===== src/rtl/tnds_pkg.sv =====
// Shared types and constants for the top-N dot-product search block.
`default_nettype none
package tnds_pkg;

   localparam int TOP_N   = 40;
   localparam int MAX_DIM = 256;
   localparam int ID_BITS = 20;

   localparam int VAL_W   = 16;
   localparam int IDX_W   = 8;
   localparam int RANK_W  = 6;
   localparam int LEN_W   = 9;
   localparam int MIN_W   = 15;
   localparam int PROD_W  = 32;
   localparam int ACC_W   = 40;
   localparam int SCORE_W = 32;
   localparam int CSR_W   = 15;

   typedef enum logic [1:0] {
      ACT_CLEAR = 2'd0,
      ACT_LOAD  = 2'd1,
      ACT_CAND  = 2'd2,
      ACT_READ  = 2'd3
   } action_type;

   typedef enum logic {
      CSR_MIN_SCORE     = 1'b0,
      CSR_VECTOR_LENGTH = 1'b1
   } csr_index_type;

   typedef struct packed {
      action_type                action;
      logic signed [VAL_W-1:0]   element_value;
      logic [IDX_W-1:0]          element_index;
      logic [ID_BITS-1:0]        candidate_id;
      logic                      exclude;
      logic [RANK_W-1:0]         rank;
   } req_type;

   typedef struct packed {
      logic signed [SCORE_W-1:0] score;
      logic [ID_BITS-1:0]        word_id;
      logic                      valid_res;
   } rsp_type;

   // Item leaving the dot-product pipeline toward the result list.
   typedef struct packed {
      logic                      valid;
      action_type                action;
      logic                      last;
      logic signed [SCORE_W-1:0] score;
      logic [ID_BITS-1:0]        id;
      logic                      excl;
      logic [RANK_W-1:0]         rank;
   } stage_type;

endpackage
`default_nettype wire


===== src/rtl/tnds_dot.sv =====
// Query memory, multiplier and saturating accumulator pipeline.
`default_nettype none
module tnds_dot (
   input  wire logic                         clock,
   input  wire logic                         reset,
   input  wire logic                         en,
   input  wire logic                         accept,
   input  wire tnds_pkg::req_type            req,
   input  wire logic [tnds_pkg::LEN_W-1:0]   eff_len,
   output tnds_pkg::stage_type               stage
);
   import tnds_pkg::*;

   localparam int ADDR_W = $clog2(MAX_DIM);

   logic signed [VAL_W-1:0] query_mem [MAX_DIM];

   logic [LEN_W-1:0]        count_ff, count_in;
   logic [LEN_W:0]          count_next;
   logic                    last;

   logic                    s1_valid_ff, s1_last_ff, s1_qok_ff;
   req_type                 s1_req_ff;
   logic signed [VAL_W-1:0] q_rd_ff;
   logic signed [VAL_W-1:0] q_use;

   logic                    s2_valid_ff, s2_last_ff;
   req_type                 s2_req_ff;
   logic signed [PROD_W-1:0] prod_ff;

   logic signed [ACC_W-1:0] acc_ff, acc_in;
   logic signed [ACC_W:0]   sum;
   logic signed [ACC_W-1:0] acc_sat;
   logic signed [SCORE_W-1:0] score_sat;
   stage_type               s3_ff, s3_in;

   // Stage 1: query write, query read at the element position, position count.
   assign count_next = {1'b0, count_ff} + (LEN_W+1)'(1);
   assign last       = count_next >= {1'b0, eff_len};

   always_comb begin
      count_in = count_ff;
      if (accept && req.action == ACT_CAND) begin
         count_in = last ? '0 : count_next[LEN_W-1:0];
      end
   end

   always_ff @(posedge clock) begin
      if (accept && req.action == ACT_LOAD
          && {1'b0, req.element_index} < (IDX_W+1)'(MAX_DIM)) begin
         query_mem[req.element_index[ADDR_W-1:0]] <= req.element_value;
      end
      if (en) begin
         q_rd_ff <= query_mem[count_ff[ADDR_W-1:0]];
      end
   end

   always_ff @(posedge clock) begin
      if (reset) begin
         count_ff    <= '0;
         s1_valid_ff <= 1'b0;
      end else if (en) begin
         count_ff    <= count_in;
         s1_valid_ff <= accept;
      end
   end

   always_ff @(posedge clock) begin
      if (en) begin
         s1_req_ff  <= req;
         s1_last_ff <= last;
         s1_qok_ff  <= count_ff < LEN_W'(MAX_DIM);
      end
   end

   // Stage 2: Q1.15 by Q1.15 product.
   assign q_use = s1_qok_ff ? q_rd_ff : '0;

   always_ff @(posedge clock) begin
      if (reset) begin
         s2_valid_ff <= 1'b0;
      end else if (en) begin
         s2_valid_ff <= s1_valid_ff;
      end
   end

   always_ff @(posedge clock) begin
      if (en) begin
         s2_req_ff  <= s1_req_ff;
         s2_last_ff <= s1_last_ff;
         prod_ff    <= q_use * s1_req_ff.element_value;
      end
   end

   // Stage 3: accumulate with saturation at 40 bits, score saturates at 32.
   assign sum = {acc_ff[ACC_W-1], acc_ff}
              + {{(ACC_W+1-PROD_W){prod_ff[PROD_W-1]}}, prod_ff};

   always_comb begin
      if (sum[ACC_W] != sum[ACC_W-1]) begin
         acc_sat = sum[ACC_W] ? {1'b1, {(ACC_W-1){1'b0}}} : {1'b0, {(ACC_W-1){1'b1}}};
      end else begin
         acc_sat = sum[ACC_W-1:0];
      end
      if (acc_sat[ACC_W-1:SCORE_W-1] == '0 || acc_sat[ACC_W-1:SCORE_W-1] == '1) begin
         score_sat = acc_sat[SCORE_W-1:0];
      end else if (acc_sat[ACC_W-1]) begin
         score_sat = {1'b1, {(SCORE_W-1){1'b0}}};
      end else begin
         score_sat = {1'b0, {(SCORE_W-1){1'b1}}};
      end
   end

   always_comb begin
      acc_in = acc_ff;
      if (s2_valid_ff && s2_req_ff.action == ACT_CAND) begin
         acc_in = s2_last_ff ? '0 : acc_sat;
      end
      s3_in.valid  = s2_valid_ff;
      s3_in.action = s2_req_ff.action;
      s3_in.last   = s2_last_ff;
      s3_in.score  = score_sat;
      s3_in.id     = s2_req_ff.candidate_id;
      s3_in.excl   = s2_req_ff.exclude;
      s3_in.rank   = s2_req_ff.rank;
   end

   always_ff @(posedge clock) begin
      if (reset) begin
         acc_ff <= '0;
         s3_ff  <= '0;
      end else if (en) begin
         acc_ff <= acc_in;
         s3_ff  <= s3_in;
      end
   end

   assign stage = s3_ff;

endmodule
`default_nettype wire


===== config.mk =====
export PLATFORM = sky130hd
export DESIGN_NAME = tnds_dot
export DESIGN_NICKNAME = d
export VERILOG_FILES = /design/src/rtl/tnds_pkg.sv /design/src/rtl/tnds_dot.sv
export SDC_FILE = /design/constraint.sdc
export NUM_CORES = 2
export LEC_CHECK = 0
export ABC_AREA = 1
export BUFFER_PORTS_ARGS = -buffer_cell sky130_fd_sc_hd__buf_2
export CORE_ASPECT_RATIO = 1.75
export CORE_MARGIN = 8
export CORE_UTILIZATION = 45
export DETAILED_ROUTE_END_ITERATION = 8
export PLACE_DENSITY_LB_ADDON = 0.15
export SYNTH_ARGS = -nofsm -noshare
export SYNTH_HDL_FRONTEND = slang
export SYNTH_SLANG_ARGS = --single-unit

===== constraint.sdc =====
create_clock -name clock -period 7.2 [get_ports clock]
set_input_delay 1.08 -clock clock [delete_from_list [all_inputs] [get_ports clock]]
set_output_delay 1.08 -clock clock [all_outputs]
set_load 0.05 [all_outputs]

==> flow_summary.toml <==
[route]
via_per_inst = 6.00
vias = 117149
post-route-drc-count = 0
drtAntennaViolNets = 0
drt_wl_total_um = 558000
drt_iter0_drc = 12118
first_pass_iters = 6
wire_per_inst_um = 28.6

[min_path]
holdCritStartpoint = "req[14]"
hold_depth = 1
min_path_type = "in2reg"
hold_path_end = "s1_req_ff[14]$_DFFE_PP_"

[setup_path]
critPathKind = "reg2reg"
reg2reg_slack_ns = 0.44
max_stage_delay_ns = 0.80
critical_path.most_common_cell = "fa_1"
r2r_cells = 21
required_ns = 7.91
reg2reg_from = "s1_qok_ff$_DFFE_PP_"
cp_top_family = "adder cells"
cp_cell_sequence = "nand2_1 -> nor2_1 -> inv_1 -> fa_1 -> inv_1 -> fa_1 -> fa_1 -> fa_1 -> fa_1 -> inv_1 -> fa_1 -> inv_1 -> ha_1 -> a21oi_1 -> o21ai_0 -> nand2_1 -> o211a_1 -> o211ai_1 -> a21oi_1 -> o21bai_1 -> xor2_1"
r2r-end = "prod_ff[31]$_DFFE_PP_"
worstPathMaxFanout = 11
crit_arrival_ns = 7.47
cp_num_buf_inv = 4
end_kind = "flop"
startpoint_type = "flop"
slowest_stage = "fa_1"

[flow_run]
maxCapViolCount = 0

[clocking]
clk-insertion-delay-late_ns = 0.97
cts_buffers = 395
cts_setup_buffers = 0
cts-root-buf = "clkbuf_16"
path_clk_slew_ns = 0.07
htreeDepth = 5
hold_buffers = 0
cts_repair_resize_count = 0
cts_tree = "done"
clk_path_buf_depth = 4
numClockSinks = 4335

[place]
place_area_um2 = 189000
preCtsSetupSlack_ns = 0.361
globalplace.congestion = 0.916
dp_hpwl_um = 331000
numPortBuffers = 128

[yosys]
synthAdderAreaFrac = 0.0383
synth_xor_area_frac = 0.00270
synth_warnings = 0
synth_top_family_by_area = "compound AO/OA/AOI/OAI gates"
synth_top_flop_cell = "edfxtp_1"
synth_edf_count = 4221
ys_ff_latch = 4335
ys_seq_area_frac = 0.712
synth_mux_area_frac = 0.00701
yosys.area_share.simple = 0.0831
ys_async_sr_fraction = 0
synthesis.area_um2 = 181000
synth_nets = 14407
synth_cells = 13944
yosysUniqueCellTypes = 44
synth_compound_area_frac = 0.125
avgSynthCellArea_um2 = 13.0

[cells_and_area]
regArea_um2 = 129000
nets = 14386
syn_to_final_growth_pct = 11.2
final_cell_area_um2 = 202000
drive_above_1_share = 0.0893
multi_input_area_um2 = 46500
num-fill-cells = 34333

[floorplanning]
core_region_area_um2 = 402000
num_rows = 308
die_w_um = 496
boundaryPins = 129
die_area_um2 = 424000
initial_core_util = 0.452
die_y_um = 856

[pwr]
power_frac_seq = 0.477
powerDensity_nw_per_um2 = 295
power_frac_clock = 0.353
p_comb_frac = 0.170
irDropWorstVdd_uv = 418
p_switching_mw = 16.1
leakage_nw = 66.6
power.share.switching = 0.271
p_int_mw = 43.3

[timing]
min_period_ns = 6.76
finClkSkew_ns = 0.0525
finalSetupViolCount = 0
tns_ns = 0
fin_crit_sh = 0.939
relSlewSlack = 0.100
max_slew.worst_pin.slew_ns = 1.35
max_freq_mhz = 148
worst_slack_ns = 0.441
rsz0062_at_grt = "false"
finalHoldViolations = 0
drv_slew = 0

[run_status]
status = "complete, no violations"

[grt]
overflow = 0
antenna_found_initial = 22
grt_start_max_net_pins = 185
grt_usage = 0.254
grt_pass1_wl_um = 804000
grt_pass1_vias = 115918
## state kept, by name, indices dropped and copies added, names as in the netlist, 9 cells and up
signal	cells
query_mem	4096
stage	63
acc_ff	40
prod_ff	32
q_rd_ff	16
s1_req_ff	45
count_ff	9
s2_req_ff	29
## logic make-up (layout without fill, tap and decap cells)
kind of cell / after synthesis / after routing
multiplexers: 127 / 127
AND/OR/NAND/NOR: 3785 / 3785
adder cells (fa/ha/maj): 397 / 397
other: 0 / 10
AO/OA/AOI/OAI: 3725 / 3725
flip-flops: 4335 / 4335
XOR/XNOR: 56 / 56
buffers and inverters: 1519 / 1820
## power groups by stage
stage / Clock (mW) / Combinational (mW) / Sequential [mW]
after floorplan: 0 / 6.81 / 29.1
after global placement: 0 / 10.2 / 28.9
after detailed placement: 0 / 10.2 / 28.9
after CTS: 21.3 / 10.2 / 28.3
after global routing: 22.1 / 11.3 / 28.3
final: 20.9 / 10.1 / 28.3
## synthesized netlist by cell type, drive strengths merged, types with 127 or more instances
| library cell | number | area share |
|---|---|---|
| o211ai | 516 | 0.021 |
| clkbuf | 796 | 0.016 |
| o21ai | 2005 | 0.055 |
| o22ai | 512 | 0.018 |
| fa | 263 | 0.029 |
| o221ai | 512 | 0.025 |
| ha | 134 | 0.0092 |
| a21oi | 150 | 0.0043 |
| nand2 | 639 | 0.013 |
| nor2 | 2549 | 0.053 |
| edfxtp | 4221 | 0.70 |
| mux2i | 127 | 0.0070 |
| inv | 517 | 0.011 |
| nand3 | 554 | 0.015 |
| buf | 198 | 0.0053 |
## cell type report
class | instances | share of cell area
Antenna cell | 10 | 0.000124
Clock buffer | 489 | 0.0520
Clock inverter | 230 | 0.0104
Inverter | 525 | 0.00995
Multi-Input combinational cell | 8090 | 0.231
Sequential cell | 4335 | 0.640
Tap cell | 5270 | 0.0327
Timing Repair Buffer | 576 | 0.0240
## layout by cell type (no fill, tap or decap), types with 12 or more instances in the layout
cell type,count
fa_1,263
o221ai_1,512
or2_2,16
clkinv_2,74
nand3_1,551
o211ai_1,516
buf_2,111
nor2_2,57
nand2_1,606
clkbuf_16,406
xnor2_1,20
o21ai_0,2005
buf_12,54
edfxtp_1,4221
nand2_2,33
a31oi_1,12
clkinvlp_4,19
o22ai_1,512
a21oi_1,140
mux2i_1,127
nor3_1,14
nor2_1,2491
dfxtp_1,107
ha_1,134
inv_1,504
buf_4,394
clkinv_1,90
buf_8,16
xor2_1,36
clkbuf_1,82
bufinv_16,35
## worst max-delay path by stage
stage                                       end  cells after the start                 from
after global routing      prod_ff[31]$_DFFE_PP_                     21  s1_qok_ff$_DFFE_PP_
after floorplan           prod_ff[27]$_DFFE_PP_                     27  s1_qok_ff$_DFFE_PP_
after CTS                 prod_ff[31]$_DFFE_PP_                     21  s1_qok_ff$_DFFE_PP_
final                     prod_ff[31]$_DFFE_PP_                     21  s1_qok_ff$_DFFE_PP_
after detailed placement  prod_ff[31]$_DFFE_PP_                     21  s1_qok_ff$_DFFE_PP_
after global placement    prod_ff[31]$_DFFE_PP_                     22  s1_qok_ff$_DFFE_PP_
## metal layers
layer	GRT usage	vias to the layer above	routed length (um)
li1	-	51730	-
met1	0.309	59713	207000
met2	0.445	4652	284000
met3	0.0326	1044	35200
met4	0.126	10	32000
met5	0	-	67
## through the flow
step | total power, mW | hold slack, ns | utilization | cells
4_1_cts | 59.8 | 0.201 | 0.502 | 19515
3_3_place_gp | 39.1 | 0.405 | 0.471 | 18796
6_report | 59.4 | 0.283 | 0.502 | 19525
2_1_floorplan | 35.9 | 0.400 | - | 13944
5_1_grt | 61.8 | 0.243 | 0.502 | 19516
3_5_place_dp | 39.0 | 0.405 | 0.471 | 18796
Note: power is estimated with default switching activity, not from simulation.
