==> src/rtl/tnds_pkg.sv <==
// Shared types and constants for the top-N dot-product search block.
`default_nettype none
package tnds_pkg;

   localparam int TOP_N   = 40;
   localparam int MAX_DIM = 256;
   localparam int ID_BITS = 20;

   localparam int VAL_W   = 16;
   localparam int IDX_W   = 8;
   localparam int RANK_W  = 6;
   localparam int LEN_W   = 9;
   localparam int MIN_W   = 15;
   localparam int PROD_W  = 32;
   localparam int ACC_W   = 40;
   localparam int SCORE_W = 32;
   localparam int CSR_W   = 15;

   typedef enum logic [1:0] {
      ACT_CLEAR = 2'd0,
      ACT_LOAD  = 2'd1,
      ACT_CAND  = 2'd2,
      ACT_READ  = 2'd3
   } action_type;

   typedef enum logic {
      CSR_MIN_SCORE     = 1'b0,
      CSR_VECTOR_LENGTH = 1'b1
   } csr_index_type;

   typedef struct packed {
      action_type                action;
      logic signed [VAL_W-1:0]   element_value;
      logic [IDX_W-1:0]          element_index;
      logic [ID_BITS-1:0]        candidate_id;
      logic                      exclude;
      logic [RANK_W-1:0]         rank;
   } req_type;

   typedef struct packed {
      logic signed [SCORE_W-1:0] score;
      logic [ID_BITS-1:0]        word_id;
      logic                      valid_res;
   } rsp_type;

   // Item leaving the dot-product pipeline toward the result list.
   typedef struct packed {
      logic                      valid;
      action_type                action;
      logic                      last;
      logic signed [SCORE_W-1:0] score;
      logic [ID_BITS-1:0]        id;
      logic                      excl;
      logic [RANK_W-1:0]         rank;
   } stage_type;

endpackage
`default_nettype wire

==> src/rtl/tnds_cell.sv <==
// One slot of the sorted result list, shifting toward higher ranks on insert.
`default_nettype none
module tnds_cell (
   input  wire logic                               clock,
   input  wire logic                               reset,
   input  wire logic                               en,
   input  wire logic                               clear,
   input  wire logic                               insert,
   input  wire logic signed [tnds_pkg::SCORE_W-1:0] new_score,
   input  wire logic [tnds_pkg::ID_BITS-1:0]       new_id,
   input  wire logic signed [tnds_pkg::SCORE_W-1:0] prev_score,
   input  wire logic [tnds_pkg::ID_BITS-1:0]       prev_id,
   input  wire logic                               prev_gt,
   output logic signed [tnds_pkg::SCORE_W-1:0]     score,
   output logic [tnds_pkg::ID_BITS-1:0]            id,
   output logic                                    gt
);
   import tnds_pkg::*;

   logic signed [SCORE_W-1:0] score_ff, score_in;
   logic [ID_BITS-1:0]        id_ff, id_in;

   // The list stays sorted, so gt is true from the insert position onward.
   assign gt = new_score > score_ff;

   always_comb begin
      score_in = score_ff;
      id_in    = id_ff;
      if (clear) begin
         score_in = '0;
         id_in    = '0;
      end else if (insert && gt) begin
         if (prev_gt) begin
            score_in = prev_score;
            id_in    = prev_id;
         end else begin
            score_in = new_score;
            id_in    = new_id;
         end
      end
   end

   always_ff @(posedge clock) begin
      if (reset) begin
         score_ff <= '0;
         id_ff    <= '0;
      end else if (en) begin
         score_ff <= score_in;
         id_ff    <= id_in;
      end
   end

   assign score = score_ff;
   assign id    = id_ff;

endmodule
`default_nettype wire

==> config.mk <==
export PLATFORM = sky130hd
export DESIGN_NAME = tnds_cell
export DESIGN_NICKNAME = d
export VERILOG_FILES = /design/src/rtl/tnds_pkg.sv /design/src/rtl/tnds_cell.sv
export SDC_FILE = /design/constraint.sdc
export NUM_CORES = 1
export LEC_CHECK = 0
export BUFFER_PORTS_ARGS = -buffer_cell sky130_fd_sc_hd__buf_2
export CAP_MARGIN = 20
export CORE_ASPECT_RATIO = 0.7
export CORE_MARGIN = 1.5
export CORE_UTILIZATION = 40
export DETAILED_ROUTE_END_ITERATION = 8
export PLACE_DENSITY = 0.79
export SYNTH_ARGS = -nofsm -noshare
export SYNTH_HDL_FRONTEND = slang
export SYNTH_SLANG_ARGS = --single-unit
==> constraint.sdc <==
create_clock -name clock -period 4.64 [get_ports clock]
set_input_delay 0.464 -clock clock [delete_from_list [all_inputs] [get_ports clock]]
set_output_delay 0.464 -clock clock [all_outputs]
set_load 0.005 [all_outputs]
==> results.json, run 1 <==
{
  "dp.cells": 545,
  "start_util": 0.4196,
  "rsz0062_at_grt": "false",
  "p_sw_frac": 0.2722,
  "path_max_fanout": 42,
  "cp_slowest_cell": "a221oi_4",
  "violations": "DRC",
  "arrival_ns": 3.37,
  "ios": 163,
  "cts_made_buffers": 5,
  "synth_seq_area_share": 0.3099,
  "floorplan.core_area_um2": 8006,
  "setup_viol": 0,
  "antenna_cells": 0,
  "drcViolationCount": 9,
  "drtPass1Iterations": 9,
  "clk_latency_ns": 0.29,
  "grt_max_degree": 53,
  "period_minus_slack_ns": 3.164,
  "hold_path_class": "in -> reg",
  "syn_avg_cell_area_um2": 11.35,
  "drt-total-wl_mm": 8.126,
  "p_seq_frac": 0.450,
  "drive_gt1_frac": 0.5100,
  "ys_top_cells_by_area": "dfxtp_1 (31%), o2bb2ai_2 (22%), mux2i_1 (15%)",
  "clkTransAtPathRegs_ns": 0.07,
  "antenna_found_initial": 0,
  "fillCellCount": 678,
  "maxSlewViolCount": 0,
  "yosysWarnings": 0,
  "worst_slack_ns": 1.476,
  "cp_slowest_stage_delay_ns": 0.71,
  "dieArea_um2": 8966,
  "fin_tns_setup_ns": 0,
  "hold_viol": 0,
  "cp-start-kind": "register",
  "dpl_worst_slack_ns": 1.261,
  "vias_per_cell": 5.080,
  "finalCritPeriodShare": 0.6820,
  "drt_iter0_markers": 73,
  "ys_ff_latch": 52,
  "die_width_um": 112.5,
  "grt.total_usage": 0.1790,
  "grt_first_pass_wirelength_mm": 12.88,
  "clock_skew_ns": 0.007225,
  "portBuffers": 162,
  "cts_tree": "built",
  "relSlewSlack": 0.4028,
  "nNetsFinal": 593,
  "syn-cell-area_um2": 3359,
  "die_h_um": 79.68,
  "synthFlopType": "dfxtp_1",
  "area_growth_syn_to_layout_pct": 29.53,
  "gp_congestion": 0.7571,
  "cellPowerDensity_nw_per_um2": 238.1,
  "required_ns": 4.85,
  "async_reset_ff_frac": 0,
  "p_comb_frac": 0.203,
  "cts_sinks": 52,
  "post_cts_buffers": 0,
  "synth.distinct_cells": 35,
  "cts-root-buf": "clkbuf_16",
  "p_int_uw": 754.2,
  "endpoint_kind": "register",
  "maxCapViolCount": 0,
  "clock_path_buffers": 2,
  "yosysTopAreaCell": "dfxtp_1",
  "grt_pass1_vias": 2703,
  "syn_inst": 296,
  "grt_overflow_total": 0,
  "path_class": "reg -> reg",
  "rows": 27,
  "synth_nets": 438,
  "htree_levels": 2,
  "pwr-share-clk": 0.347,
  "path_cells": "inv_1 -> ha_1 -> a21oi_1 -> o21ai_0 -> a221o_1 -> o31ai_2 -> a21oi_2 -> a221oi_4 -> buf_12 -> o2bb2ai_1",
  "fin_cells": 552,
  "peakVddDrop_mv": 0.1547,
  "dp_hpwl_mm": 6.368,
  "p_leak_uw": 0.002067,
  "p_sw_uw": 282.1,
  "ant_nets": 0,
  "cts_hold_buf": 0,
  "max_freq_mhz": 316.0,
  "routed-via-count": 2804,
  "synth-edff-count": 0,
  "cts_resized": 0,
  "tightest_slew_ns": 0.8958,
  "outcome": "finished, violations left",
  "avgRoutedWirePerCell_um": 14.72,
  "yosys.area.top_type_share": 0.3099,
  "ys_top_cells_by_count": "dfxtp_1 (52), mux2i_1 (52), o2bb2ai_2 (50)"
}
## metal layers
metal	up-vias	share of wire	GRT usage
met3	12	0.073	0.04860
met4	0	0.013	0.05570
met2	110	0.46	0.2963
met1	1268	0.46	0.2289
li1	1414	-	-
met5	-	0	0
## registers in the layout, summed over array words and instances, names as in the netlist
register and count:
score 32, id 20
## layout make-up
type,instances,area (µm²),share of cell area
Sequential cell,52,1041,0.2392
Clock buffer,5,125.1,0.02875
Clock inverter,2,12.51,0.002875
Timing Repair Buffer,164,838.3,0.1926
Multi-Input combinational cell,195,2085,0.4790
Tap cell,101,126.4,0.02904
Inverter,33,123.9,0.02846
## logic make-up after synthesis
| group | synth area share |
|---|---|
| simple gates | 0.05810 |
| fa+ha+maj | 0.1192 |
| mux | 0.1594 |
| compound gates | 0.2838 |
| buf+inv | 0.06964 |
| flops | 0.3099 |
## cell usage in the layout (no fill, tap or decap), drive strengths merged
master    Yosys  final
a21boi        1      1
a21o          1      1
a21oi        14     14
a221o         1      1
a221oi        2      2
a22oi         1      1
and2          1      1
and3          2      2
and4          1      1
buf          10    164
clkbuf        6      5
clkinv        0      1
clkinvlp      0      1
dfxtp        52     52
ha           32     32
inv          33     33
mux2          1      1
mux2i        52     52
nand2         7      7
nand3         6      6
nand3b        1      1
nand4         6      6
nor2          4      4
nor2b         1      1
nor3          1      1
nor4          2      2
o211ai        1      1
o21ai         4      4
o2bb2ai      52     52
o31ai         1      1
## worst max-delay path: cells and delay by family (launching register included)
family	cells	cell delay [ns]
compound gates	7	1.98
buf+inv	2	0.42
flops	1	0.37
fa+ha+maj	1	0.29
## power groups by stage
stage	clock network, µW	logic [µW]	registers, µW
floorplan	0	128	476
global placement	0	206	476
detailed placement	0	213	476
CTS	373	213	466
global route	385	233	467
finish	360	211	466
## path summary, 6_finish.rpt
path              cells after the start  slack, ns      start  endpoint
hold reg to reg                       1       0.47      id[1]     id[1]
hold / removal                        3       0.45  new_id[0]     id[0]
setup reg to reg                     10       1.48   score[7]     id[2]
setup / recovery                     10       1.48   score[7]     id[2]
## stage by stage
step	instance area (µm²)	power, µW	hold slack (ns)	util
floorplan	3359	604.6	0.4558	-
global placement	4214	681.7	0.4461	0.5263
detailed placement	4214	688.7	0.4468	0.5263
CTS	4352	1052	0.4462	0.5435
global route	4352	1085	0.4624	0.5435
finish	4352	1036	0.4519	0.5435
(Power assumes the default switching activity.)
==> run 2: changes to the inputs <==
--- a/config.mk
+++ b/config.mk
@@ -11,7 +11,7 @@
 export CORE_MARGIN = 1.5
 export CORE_UTILIZATION = 40
 export DETAILED_ROUTE_END_ITERATION = 8
-export PLACE_DENSITY = 0.79
+export PLACE_DENSITY = 0.82
 export SYNTH_ARGS = -nofsm -noshare
 export SYNTH_HDL_FRONTEND = slang
 export SYNTH_SLANG_ARGS = --single-unit
==> constraint.sdc (replaced) <==
create_clock -name clock -period 2.9 [get_ports clock]
set_input_delay 0.29 -clock clock [delete_from_list [all_inputs] [get_ports clock]]
set_output_delay 0.29 -clock clock [all_outputs]
set_load 0.005 [all_outputs]
==> results.json, run 2 (synthesis results as in run 1) <==
{
  "outcome": "finished, violations left",
  "violations": "DRC",
  "hold_path_class": "in -> reg",
  "floorplan.core_area_um2": 8006,
  "p_sw_uw": 458.0,
  "max_freq_mhz": 371.3,
  "start_util": 0.4196,
  "fin_tns_setup_ns": 0,
  "layout_commonest_cell": "buf_2",
  "dp_hpwl_mm": 6.572,
  "p_int_uw": 1329,
  "clock_path_buffers": 2,
  "portBuffers": 162,
  "gp_congestion": 0.7505,
  "period_minus_slack_ns": 2.693,
  "cts-root-buf": "clkbuf_16",
  "p_seq_frac": 0.417,
  "cts_made_buffers": 5,
  "p_sw_frac": 0.2562,
  "grt_overflow_total": 0,
  "p_comb_frac": 0.192,
  "pwr-share-clk": 0.391,
  "path_max_fanout": 3,
  "required_ns": 2.61,
  "dp.cells": 548,
  "maxSlewViolCount": 0,
  "setup_viol": 0,
  "dpl_worst_slack_ns": 0.2600,
  "drt-total-wl_mm": 8.140,
  "cts_tree": "built",
  "grt_max_degree": 53,
  "drtPass1Iterations": 8,
  "wl_met3_um": 548,
  "clock_skew_ns": 0.009418,
  "ant_nets": 0,
  "hold_viol": 0,
  "die_h_um": 79.68,
  "tightest_slew_ns": 0.3908,
  "nNetsFinal": 596,
  "cts_hold_buf": 0,
  "fillCellCount": 695,
  "vias_per_cell": 5.049,
  "p_leak_uw": 0.002113,
  "drcViolationCount": 9,
  "clk_latency_ns": 0.29,
  "routed-via-count": 2807,
  "cp-start-kind": "register",
  "ios": 163,
  "highest_layer": "met4",
  "largest_reg_flops": 32,
  "avgRoutedWirePerCell_um": 14.64,
  "drt_iter0_markers": 115,
  "endpoint_kind": "output port",
  "grt_pass1_vias": 2784,
  "path_class": "reg -> out",
  "antenna_cells": 0,
  "cts_sinks": 52,
  "peakVddDrop_mv": 0.2621,
  "fin_hold_ws_ns": 0.2754,
  "die_width_um": 112.5,
  "arrival_ns": 2.40,
  "antenna_found_initial": 0,
  "rows": 27,
  "dieArea_um2": 8966,
  "drt-met1-wl_mm": 3.723,
  "drive_gt1_frac": 0.5165,
  "wl_met2_mm": 3.787,
  "cellPowerDensity_nw_per_um2": 402.0,
  "clkTransAtPathRegs_ns": 0.07,
  "worst_slack_ns": 0.2066,
  "relSlewSlack": 0.7395,
  "htree_levels": 2,
  "grt_first_pass_wirelength_mm": 12.95,
  "grt.total_usage": 0.1813,
  "finalCritPeriodShare": 0.9287,
  "final_cell_mix": "buf_2 (162), mux2i_1 (52), dfxtp_1 (52)",
  "area_growth_syn_to_layout_pct": 32.33,
  "rsz0062_at_grt": "false",
  "fin_cells": 556,
  "maxCapViolCount": 0,
  "rrSetupSlack_ns": 0.25
}
## run 2: final cells by class
class	instances	area, µm²	area share
clock buffer	6	138.9	0.03124
clock inverter	2	38.79	0.008725
inverter	33	123.9	0.02786
multi-input combinational	195	2091	0.4703
sequential	52	1041	0.2342
tap	101	126.4	0.02843
timing repair buffer	167	885.9	0.1993
## run 2: timing repair
item / in CTS / in global routing
setup buffers: 0 / 0
setup endpoints to repair: 0 / 1
gates resized for setup: 0 / 1
## run 2: through the flow
stage,total power (µW),utilization,area [µm²]
6_report,1787,0.5552,4446
5_1_grt,1874,0.5552,4446
4_1_cts,1811,0.5545,4439
3_5_place_dp,1108,0.5323,4262
3_3_place_gp,1097,0.5323,4262
2_1_floorplan,967.4,-,3359
## run 2: routing by layer
| metal | track usage | vias up |
|---|---|---|
| met1 | 0.2299 | 1269 |
| met2 | 0.3117 | 106 |
| li1 | - | 1426 |
| met4 | 0.04304 | 0 |
| met3 | 0.04632 | 6 |
| met5 | 0 | - |
## run 2: worst paths after layout
kind,cells after the start,end,from
worst max-delay path,9,gt,score[11]
worst min-delay path,3,id[0],new_id[0]
worst max register to register,10,id[1],score[5]
worst min register to register,1,id[0],id[0]
## run 2: power groups by stage
stage               clock (µW)  combinational [µW]  sequential, µW
global placement             0                 336             762
CTS                        718                 348             746
floorplan                    0                 205             762
finish                     698                 343             746
detailed placement           0                 346             762
global route               747                 379             748
## run 2: worst max-delay path, cell delays in order (launching register included)
cell	delay, ns
dfxtp_1	0.39
inv_1	0.06
ha_1	0.31
nand4_1	0.16
nor4_2	0.33
a21boi_0	0.28
o31ai_2	0.11
a21oi_2	0.21
and2_2	0.17
buf_2	0.11
==> run 3: changes to the inputs <==
--- a/config.mk
+++ b/config.mk
@@ -11,6 +11,7 @@
 export CORE_MARGIN = 1.5
 export CORE_UTILIZATION = 40
 export DETAILED_ROUTE_END_ITERATION = 8
+export MAX_ROUTING_LAYER = met4
 export PLACE_DENSITY = 0.82
 export SYNTH_ARGS = -nofsm -noshare
 export SYNTH_HDL_FRONTEND = slang
==> results.json, run 3 (synthesis results as in run 1) <==
{
  "outcome": "finished, violations left",
  "violations": "DRC",
  "ant_nets": 0,
  "placed_area_um2": 4262,
  "arrival_ns": 2.41,
  "drcViolationCount": 9,
  "routed-via-count": 2808,
  "die_h_um": 79.68,
  "fin_tns_setup_ns": 0,
  "maxCapViolCount": 0,
  "cp-start-kind": "register",
  "gp_congestion": 0.7601,
  "p_leak_uw": 0.002113,
  "rr_startpoint": "score[5]",
  "vias_per_cell": 5.050,
  "nNetsFinal": 596,
  "peakVddDrop_mv": 0.2621,
  "hold_viol": 0,
  "grt_pass1_vias": 2784,
  "rsz0062_at_grt": "false",
  "dieArea_um2": 8966,
  "grt_first_pass_wirelength_mm": 12.96,
  "path_class": "reg -> out",
  "drt-total-wl_mm": 8.152,
  "drive_gt1_frac": 0.5165,
  "cts_made_buffers": 5,
  "tightest_slew_ns": 0.3906,
  "cts-root-buf": "clkbuf_16",
  "finalCritPeriodShare": 0.9324,
  "postLayoutCellArea_um2": 4446,
  "portBuffers": 162,
  "endpoint_kind": "output port",
  "clk_latency_ns": 0.29,
  "rows": 27,
  "maxSlewViolCount": 0,
  "floorplan.core_area_um2": 8006,
  "required_ns": 2.61,
  "htree_levels": 2,
  "final_cell_mix": "buf_2 (162), mux2i_1 (52), dfxtp_1 (52)",
  "cellPowerDensity_nw_per_um2": 402.0,
  "antenna_found_initial": 0,
  "worst_slack_ns": 0.1960,
  "largest_reg_flops": 32,
  "grt_max_degree": 53,
  "cts_hold_buf": 0,
  "setup_viol": 0,
  "fillCellCount": 695,
  "clock_path_buffers": 2,
  "die_width_um": 112.5,
  "drtPass1Iterations": 8,
  "min-delay-start": "new_id[0]",
  "area_growth_syn_to_layout_pct": 32.33,
  "max_freq_mhz": 369.8,
  "clkTransAtPathRegs_ns": 0.07,
  "clock_skew_ns": 0.009610,
  "cts_tree": "built",
  "dp_hpwl_mm": 6.572,
  "ios": 163,
  "period_minus_slack_ns": 2.704,
  "layout_commonest_cell": "buf_2",
  "grt.total_usage": 0.1866,
  "start_util": 0.4196,
  "avgRoutedWirePerCell_um": 14.66,
  "path_max_fanout": 3,
  "dpl_worst_slack_ns": 0.2600,
  "crit_start": "score[11]",
  "relSlewSlack": 0.7396,
  "hold_path_class": "in -> reg",
  "antenna_cells": 0,
  "drt_iter0_markers": 111,
  "grt_overflow_total": 0,
  "cts_sinks": 52
}
-- run 3: worst paths after layout --
| check | to | slack [ns] | cells past startpoint |
|---|---|---|---|
| worst max-delay path | gt | 0.20 | 9 |
| worst min-delay path | id[0] | 0.28 | 3 |
| worst max register to register | id[1] | 0.25 | 10 |
| worst min register to register | id[0] | 0.47 | 1 |
-- run 3: repair_timing --
item	CTS	global route
setup buffers	0	0
resized for setup	0	1
endpoints found under the setup margin	0	1
-- run 3: cell type report --
| class | instances | area [µm²] | area share |
|---|---|---|---|
| inverter | 33 | 123.9 | 0.02786 |
| tap | 101 | 126.4 | 0.02843 |
| clock buffer | 6 | 138.9 | 0.03124 |
| sequential | 52 | 1041 | 0.2342 |
| timing repair buffer | 167 | 885.9 | 0.1993 |
| clock inverter | 2 | 38.79 | 0.008725 |
| multi-input combinational | 195 | 2091 | 0.4703 |
-- run 3: where the power goes --
part / total, µW / switching [µW] / internal [µW]
Sequential: 746 / 15.2 / 731
Combinational: 343 / 177 / 166
Clock: 698 / 265 / 433
-- run 3: stage by stage --
stage                     power, µW  hold WS, ns    util  instances
after global placement         1097       0.4422  0.5323        548
final                          1787       0.2759  0.5552        556
after CTS                      1811       0.2672  0.5545        556
after floorplan               967.4       0.4558       -        296
after detailed placement       1108       0.4559  0.5323        548
after global routing           1874       0.2857  0.5552        556
-- run 3: per-layer routing --
metal / share of wire / track usage / vias up
met5: 0 / - / -
met3: 0.059 / 0.03797 / 6
met4: 0.0093 / 0.04304 / 0
li1: - / - / 1426
met1: 0.47 / 0.2355 / 1272
met2: 0.47 / 0.3117 / 104
-- run 3: critical path, cell delays in order (launching register included) --
cell      delay, ns
dfxtp_1        0.39
inv_1          0.06
ha_1           0.31
nand4_1        0.16
nor4_2         0.33
a21boi_0       0.28
o31ai_2        0.11
a21oi_2        0.21
and2_2         0.17
buf_2          0.11
